[src/dst_pkg.sv]
// Package for the descriptor slot table: sizes, codes, item and command types.
// Used by every module of the block but dst_ram; depends on nothing.
`default_nettype none

package dst_pkg;

    // Table geometry
    localparam int SLOTS       = 64;
    localparam int HANDLE_BITS = 32;
    localparam int SLOT_W      = $clog2(SLOTS);
    localparam int HINT_W      = $clog2(SLOTS + 1);

    // Fixed field widths of the item interface
    localparam int DESC_W  = 7;
    localparam int ECHO_W  = 6;
    localparam int FOUND_W = 32;

    // Depth of the small queues (power of two)
    localparam int Q_DEPTH = 2;
    localparam int QPTR_W  = $clog2(Q_DEPTH);
    localparam int QCNT_W  = $clog2(Q_DEPTH + 1);

    typedef enum logic [1:0] {
        OP_INSTALL = 2'd0,
        OP_GET     = 2'd1,
        OP_CLOSE   = 2'd2,
        OP_RSVD    = 2'd3
    } t_op;

    typedef enum logic [1:0] {
        ST_OK       = 2'd0,
        ST_BAD_DESC = 2'd1,
        ST_FULL     = 2'd2,
        ST_INVALID  = 2'd3
    } t_status;

    // Work kinds handed from front to back
    typedef enum logic [1:0] {
        CMD_INSTALL,
        CMD_GET,
        CMD_CLOSE,
        CMD_REJECT
    } t_cmd_kind;

    typedef enum logic {
        BK_IDLE,
        BK_READ
    } t_bk_state;

    typedef struct packed {
        t_op                    op;
        logic [DESC_W-1:0]      descriptor;
        logic [HANDLE_BITS-1:0] handle;
        logic                   close_on_exec;
    } t_in_item;

    typedef struct packed {
        t_status            status;
        logic [ECHO_W-1:0]  slot_number;
        logic [FOUND_W-1:0] found_handle;
    } t_out_item;

    typedef struct packed {
        t_cmd_kind              kind;
        t_status                rej_status;
        logic [SLOT_W-1:0]      slot;
        logic [ECHO_W-1:0]      echo;
        logic [HANDLE_BITS-1:0] handle;
        logic                   cloexec;
    } t_cmd;

    // One row of the handle memory
    typedef struct packed {
        logic                   cloexec;
        logic [HANDLE_BITS-1:0] handle;
    } t_slot_word;

    typedef struct packed {
        logic              found;
        logic [SLOT_W-1:0] idx;
    } t_find;

    // Lowest set bit of a slot vector
    function automatic t_find lowest_set(logic [SLOTS-1:0] v);
        t_find res;
        res = '0;
        for (int i = SLOTS - 1; i >= 0; i--) begin
            if (v[i]) begin
                res.found = 1'b1;
                res.idx   = SLOT_W'(i);
            end
        end
        return res;
    endfunction

endpackage

`default_nettype wire

[src/descriptor_slot_table.sv]
// Top level of the descriptor slot table: front end, back end, queues between.
// Depends on dst_pkg, dst_front, dst_back (and dst_ram through dst_back).
//
//   channel   | valid/ready     | payload
//   ----------+-----------------+-------------------------
//   input     | push / full     | i_item   (t_in_item)
//   result    | empty / pop     | o_result (t_out_item)
//
// The front decodes an item in the cycle it is taken and queues it (two entries).
// Install and rejected items finish in the back end's idle state; get and close
// go on to a read state, set by the registered read of the handle memory. A result is visible the
// cycle after the back end finishes it and waits in a two-entry queue.
// Reset clears the occupancy bits and the hint directly; no clearing pass.
// A full result queue stalls the back end; a full command queue raises full.
`default_nettype none

module descriptor_slot_table
    import dst_pkg::*;
(
    input  wire logic      i_clk,
    input  wire logic      i_rst_n,
    input  wire logic      push,
    output      logic      full,
    input  wire t_in_item  i_item,
    output      logic      empty,
    input  wire logic      pop,
    output      t_out_item o_result
);

    t_cmd cmd;
    logic cmd_empty;
    logic cmd_pop;

    dst_front u_front (
        .i_clk       (i_clk),
        .i_rst_n     (i_rst_n),
        .push        (push),
        .full        (full),
        .i_item      (i_item),
        .o_cmd       (cmd),
        .o_cmd_empty (cmd_empty),
        .i_cmd_pop   (cmd_pop)
    );

    dst_back u_back (
        .i_clk       (i_clk),
        .i_rst_n     (i_rst_n),
        .i_cmd       (cmd),
        .i_cmd_empty (cmd_empty),
        .o_cmd_pop   (cmd_pop),
        .o_result    (o_result),
        .empty       (empty),
        .pop         (pop)
    );

endmodule

`default_nettype wire

[src/dst_ram.sv]
// Generic single-write, single-read memory with registered read data.
// No dependencies.
`default_nettype none

module dst_ram #(
    parameter int WIDTH = 8,
    parameter int DEPTH = 16
) (
    input  wire logic                     i_clk,
    input  wire logic                     i_we,
    input  wire logic [$clog2(DEPTH)-1:0] i_waddr,
    input  wire logic [WIDTH-1:0]         i_wdata,
    input  wire logic [$clog2(DEPTH)-1:0] i_raddr,
    output      logic [WIDTH-1:0]         o_rdata
);

    logic [WIDTH-1:0] r_mem [DEPTH];
    logic [WIDTH-1:0] r_rdata;

    always_ff @(posedge i_clk) begin
        if (i_we) begin
            r_mem[i_waddr] <= i_wdata;
        end
        r_rdata <= r_mem[i_raddr];
    end

    assign o_rdata = r_rdata;

endmodule

`default_nettype wire

[src/dst_front.sv]
// Front end: accepts items, decodes and range-checks them, queues commands.
// Depends on dst_pkg.
`default_nettype none

module dst_front
    import dst_pkg::*;
(
    input  wire logic     i_clk,
    input  wire logic     i_rst_n,
    input  wire logic     push,
    output      logic     full,
    input  wire t_in_item i_item,
    output      t_cmd     o_cmd,
    output      logic     o_cmd_empty,
    input  wire logic     i_cmd_pop
);

    t_cmd              r_q [Q_DEPTH];
    logic [QPTR_W-1:0] r_wr, n_wr;
    logic [QPTR_W-1:0] r_rd, n_rd;
    logic [QCNT_W-1:0] r_cnt, n_cnt;

    t_cmd cmd;
    logic in_range;
    logic take;
    logic give;

    // Classify the incoming item
    always_comb begin
        in_range    = 32'(i_item.descriptor) < 32'(SLOTS);
        cmd         = '0;
        cmd.slot    = SLOT_W'(i_item.descriptor);
        cmd.echo    = i_item.descriptor[ECHO_W-1:0];
        cmd.handle  = i_item.handle;
        cmd.cloexec = i_item.close_on_exec;
        case (i_item.op)
            OP_INSTALL: begin
                cmd.echo = '0;
                if (i_item.handle == '0) begin
                    cmd.kind       = CMD_REJECT;
                    cmd.rej_status = ST_INVALID;
                end else begin
                    cmd.kind = CMD_INSTALL;
                end
            end
            OP_GET, OP_CLOSE: begin
                if (!in_range) begin
                    cmd.kind       = CMD_REJECT;
                    cmd.rej_status = ST_BAD_DESC;
                end else begin
                    cmd.kind = (i_item.op == OP_GET) ? CMD_GET : CMD_CLOSE;
                end
            end
            default: begin
                cmd.echo       = '0;
                cmd.kind       = CMD_REJECT;
                cmd.rej_status = ST_INVALID;
            end
        endcase
    end

    // Command queue toward the back end
    assign full        = (r_cnt == QCNT_W'(Q_DEPTH));
    assign o_cmd_empty = (r_cnt == '0);
    assign o_cmd       = r_q[r_rd];
    assign take        = push && !full;
    assign give        = i_cmd_pop && !o_cmd_empty;

    always_comb begin
        n_wr  = take ? r_wr + 1'b1 : r_wr;
        n_rd  = give ? r_rd + 1'b1 : r_rd;
        n_cnt = r_cnt + QCNT_W'(take) - QCNT_W'(give);
    end

    always_ff @(posedge i_clk) begin
        if (!i_rst_n) begin
            r_wr  <= '0;
            r_rd  <= '0;
            r_cnt <= '0;
        end else begin
            r_wr  <= n_wr;
            r_rd  <= n_rd;
            r_cnt <= n_cnt;
        end
    end

    always_ff @(posedge i_clk) begin
        if (take) begin
            r_q[r_wr] <= cmd;
        end
    end

endmodule

`default_nettype wire

[src/dst_back.sv]
// Back end: occupancy bits, next-free hint, handle memory and result queue.
// Depends on dst_pkg and dst_ram.
`default_nettype none

module dst_back
    import dst_pkg::*;
(
    input  wire logic      i_clk,
    input  wire logic      i_rst_n,
    input  wire t_cmd      i_cmd,
    input  wire logic      i_cmd_empty,
    output      logic      o_cmd_pop,
    output      t_out_item o_result,
    output      logic      empty,
    input  wire logic      pop
);

    t_bk_state         r_state, n_state;
    t_cmd              r_cur, n_cur;
    logic [SLOTS-1:0]  r_occ, n_occ;
    logic [HINT_W-1:0] r_hint, n_hint;

    t_out_item         r_rq [Q_DEPTH];
    logic [QPTR_W-1:0] r_rwr;
    logic [QPTR_W-1:0] r_rrd;
    logic [QCNT_W-1:0] r_rcnt;

    logic [SLOTS-1:0]       above;
    t_find                  hit_hi;
    t_find                  hit_lo;
    logic                   ram_we;
    logic [SLOT_W-1:0]      ram_waddr;
    t_slot_word             ram_wdata;
    t_slot_word             ram_rdata;
    logic [HANDLE_BITS-1:0] stored;
    logic                   res_full;
    logic                   res_push;
    logic                   res_give;
    t_out_item              res_data;

    dst_ram #(
        .WIDTH ($bits(t_slot_word)),
        .DEPTH (SLOTS)
    ) u_ram (
        .i_clk   (i_clk),
        .i_we    (ram_we),
        .i_waddr (ram_waddr),
        .i_wdata (ram_wdata),
        .i_raddr (i_cmd.slot),
        .o_rdata (ram_rdata)
    );

    // Free-slot search: upward from the hint first, then from zero
    always_comb begin
        for (int i = 0; i < SLOTS; i++) begin
            above[i] = HINT_W'(i) >= r_hint;
        end
        hit_hi = lowest_set(~r_occ & above);
        hit_lo = lowest_set(~r_occ);
    end

    assign res_full = (r_rcnt == QCNT_W'(Q_DEPTH));
    assign stored   = r_occ[r_cur.slot] ? ram_rdata.handle : '0;

    // Sequencer: install and rejects finish at once, get and close read first
    always_comb begin
        n_state   = r_state;
        n_cur     = r_cur;
        n_occ     = r_occ;
        n_hint    = r_hint;
        o_cmd_pop = 1'b0;
        res_push  = 1'b0;
        res_data  = '0;
        ram_we    = 1'b0;
        ram_waddr = hit_hi.found ? hit_hi.idx : hit_lo.idx;
        ram_wdata = '{cloexec: i_cmd.cloexec, handle: i_cmd.handle};
        case (r_state)
            BK_IDLE: begin
                if (!i_cmd_empty && !res_full) begin
                    o_cmd_pop = 1'b1;
                    case (i_cmd.kind)
                        CMD_INSTALL: begin
                            res_push = 1'b1;
                            if (hit_lo.found) begin
                                ram_we               = 1'b1;
                                n_occ[ram_waddr]     = 1'b1;
                                res_data.status      = ST_OK;
                                res_data.slot_number = ECHO_W'(ram_waddr);
                                if (hit_hi.found) begin
                                    n_hint = HINT_W'(hit_hi.idx) + 1'b1;
                                end
                            end else begin
                                res_data.status = ST_FULL;
                            end
                        end
                        CMD_GET, CMD_CLOSE: begin
                            n_cur   = i_cmd;
                            n_state = BK_READ;
                        end
                        default: begin
                            res_push             = 1'b1;
                            res_data.status      = i_cmd.rej_status;
                            res_data.slot_number = i_cmd.echo;
                        end
                    endcase
                end
            end
            BK_READ: begin
                res_push             = 1'b1;
                res_data.slot_number = r_cur.echo;
                res_data.status      = ST_BAD_DESC;
                n_state              = BK_IDLE;
                if (r_cur.kind == CMD_GET) begin
                    if (r_occ[r_cur.slot]) begin
                        res_data.status       = ST_OK;
                        res_data.found_handle = FOUND_W'(stored);
                    end
                end else if (stored == r_cur.handle) begin
                    // a zero handle on an empty slot still lowers the hint
                    n_occ[r_cur.slot] = 1'b0;
                    if (HINT_W'(r_cur.slot) < r_hint) begin
                        n_hint = HINT_W'(r_cur.slot);
                    end
                    if (r_cur.handle != '0) begin
                        res_data.status = ST_OK;
                    end
                end
            end
            default: begin
                n_state = BK_IDLE;
            end
        endcase
    end

    always_ff @(posedge i_clk) begin
        if (!i_rst_n) begin
            r_state <= BK_IDLE;
            r_occ   <= '0;
            r_hint  <= '0;
        end else begin
            r_state <= n_state;
            r_occ   <= n_occ;
            r_hint  <= n_hint;
        end
    end

    always_ff @(posedge i_clk) begin
        r_cur <= n_cur;
    end

    // Result queue
    assign empty    = (r_rcnt == '0);
    assign o_result = r_rq[r_rrd];
    assign res_give = pop && !empty;

    always_ff @(posedge i_clk) begin
        if (!i_rst_n) begin
            r_rwr  <= '0;
            r_rrd  <= '0;
            r_rcnt <= '0;
        end else begin
            if (res_push) begin
                r_rwr <= r_rwr + 1'b1;
            end
            if (res_give) begin
                r_rrd <= r_rrd + 1'b1;
            end
            r_rcnt <= r_rcnt + QCNT_W'(res_push) - QCNT_W'(res_give);
        end
    end

    always_ff @(posedge i_clk) begin
        if (res_push) begin
            r_rq[r_rwr] <= res_data;
        end
    end

endmodule

`default_nettype wire

[config.mk]
export PLATFORM = sky130hd
export DESIGN_NAME = descriptor_slot_table
export DESIGN_NICKNAME = d
export VERILOG_FILES = /design/src/dst_pkg.sv /design/src/descriptor_slot_table.sv /design/src/dst_ram.sv /design/src/dst_front.sv /design/src/dst_back.sv
export SDC_FILE = /design/constraint.sdc
export NUM_CORES = 2
export LEC_CHECK = 0
export BUFFER_PORTS_ARGS = -buffer_cell sky130_fd_sc_hd__buf_2
export CAP_MARGIN = 25
export CORE_MARGIN = 1
export CORE_UTILIZATION = 35
export CTS_CLUSTER_SIZE = 12
export DETAILED_ROUTE_END_ITERATION = 16
export PLACE_DENSITY = 0.55
export SLEW_MARGIN = 20
export SYNTH_ARGS = -nofsm -noshare
export SYNTH_HDL_FRONTEND = slang
export SYNTH_HIERARCHICAL = 1
export SYNTH_SLANG_ARGS = --single-unit
export TNS_END_PERCENT = 10
[constraint.sdc]
create_clock -name i_clk -period 12.9 [get_ports i_clk]
set_input_delay 2.58 -clock i_clk [delete_from_list [all_inputs] [get_ports i_clk]]
set_output_delay 2.58 -clock i_clk [all_outputs]
set_load 0.01 [all_outputs]
==> metrics.cfg <==
[route]
detail_route.wl_per_cell_um=30.2
via_count=51200
ant_nets=0
drc=0
via_per_inst=5.70
first_pass_iters=6
postRouteWirelength_um=272000
drtIter0Drc=5920

[cts]
clock_path_buffers=3
insertion_delay_ns=0.91
clock_tree.root_cell=clkbuf_16
ctsHoldBuffers=0
cts_tree=built
h-tree-depth=4
post_cts_buffers=0
cts_resized=0
clk_pin_slew_ns=0.06
clock_sinks=2384
cts_buffers=239

[place]
dp_hpwl_um=159000
pre_cts_slack_ns=6.22
place_congestion=0.892
portBuffers=86
place_area_um2=100000
dp.cells=8556

[layout]
mostFrequentLayoutCells=edfxtp_1, mux4_2, clkbuf_16
fin_nets=5290
multiInputGateArea_um2=23500
area_growth_pct=13.1
drive_above_1_share_pct=23.0
regArea_um2=70500
num-fill-cells=24300
layout_commonest_cell=edfxtp_1
fin_area_um2=108000
final_core_util_pct=39.8
fin_cells=8983

[timing]
rsz0062_at_grt=false
holdWs_ns=0.524
fin_crit_ns=6.87
finalSetupViolCount=0
slew_violations=0
finalCritPeriodShare_pct=53.2
worst_pin_slew_ns=1.10
fin_skew_ns=0.0566
max_slew_margin_pct=26.7
hold_violations=0
fin_tns_setup_ns=0
setup_slack_ns=6.03
fmax_mhz=146

[global_routing]
grt.overflow.total=0
grt_pass1_vias=50600
grt_first_pass_wirelength_um=382000
grt_max_degree=102
antenna_found_initial=34
grtUsageTotal_pct=19.7

[flow_run]
cap_violations=0

[power_and_ir_drop]
power_leakage_nw=33.4
vdd_drop_max_uv=166
p_per_area_nw_per_um2=205
power_mw=22.0

[logic_synthesis]
ys_warn_count=6
synth.avg_cell_area_um2=18.9
syn_area_um2=95200
synth_nets=5102
synthCells=5040

[setup_path]
cp_data_arrival_time_ns=7.41
max_stage_delay_ns=0.83
crit_fanout=48
crit_path_start_kind=flip-flop
path_delay_family=simple AND/OR/NAND/NOR gates
required_ns=13.44
crit_path_top_delay_cell=nor2_4
path_buf_inv=3
worst_setup_path_end_kind=flip-flop
critical_path_class=reg -> reg
path_cells=buf_4 > or4_1 > a21o_1 > a31oi_1 > nand3_1 > or4_1 > nand4_1 > a32oi_1 > o22ai_1 > o21a_1 > inv_2 > nor2b_1 > nand2_1 > nor2_4 > buf_4

[die]
die_h_um=523
start_util_pct=35.2
dieArea_um2=274000
coreArea_um2=271000
ioPinCount=88
num_rows=191
fp.dieW_um=523

[run_status]
status=completed

[min_path]
hold_path.class=reg -> reg

-- worst reg2reg max path: stages (launching register included) --
cell and delay (ns):
dfxtp_1 0.29, buf_4 0.29, or4_1 0.76, a21o_1 0.27
a31oi_1 0.25, nand3_1 0.13, or4_1 0.58, nand4_1 0.17
a32oi_1 0.21, o22ai_1 0.33, o21a_1 0.61, inv_2 0.31
nor2b_1 0.33, nand2_1 0.69, nor2_4 0.85, buf_4 0.42
-- state kept, by name, summed over array words and instances, names as in the netlist, 2 cells and up, named ones only --
name,cells
u_front/r_cnt,2
u_back/r_rq,80
u_front/r_q,96
u_back/r_cur,46
u_back/r_hint,7
u_back/r_rcnt,2
u_back/u_ram/r_mem,2048
u_back/u_ram/o_rdata,32
u_back/r_occ,64
-- final cells by class --
| class | instances | share of cell area, % |
|---|---|---|
| inverter | 51 | 0.178 |
| clock inverter | 79 | 0.585 |
| antenna | 16 | 0.0372 |
| multi-input combinational | 2292 | 21.8 |
| tap | 3570 | 4.15 |
| sequential | 2384 | 65.5 |
| timing repair buffer | 260 | 1.72 |
| clock buffer | 331 | 6.06 |
-- power by group --
part	internal, mW	switching [mW]
sequential	9.51	0.204
clock	3.62	2.86
combinational	1.81	4.01
total	14.9	7.07
-- layer usage --
layer	track usage [%]	vias to the layer above	wire length, um
li1	-	21300	-
met1	27.5	27400	114000
met2	31.3	2135	127000
met3	3.41	390	22000
met4	6.04	4	7900
met5	0	-	26
-- final timing paths --
path / startpoint / to / slack, ns / cells after the start
worst max-delay path: u_back/r_hint[1]$_SDFFE_PN0P_ / u_back/u_ram/r_mem[28][22]$_DFFE_PP_ / 6.03 / 15
worst min-delay path: u_back/r_rrd$_SDFFE_PN0P_ / u_back/r_rrd$_SDFFE_PN0P_ / 0.52 / 2
worst max register to register: u_back/r_hint[1]$_SDFFE_PN0P_ / u_back/u_ram/r_mem[28][22]$_DFFE_PP_ / 6.03 / 15
worst min register to register: u_back/r_rrd$_SDFFE_PN0P_ / u_back/r_rrd$_SDFFE_PN0P_ / 0.52 / 2
Power figures use the tool's default switching activity.
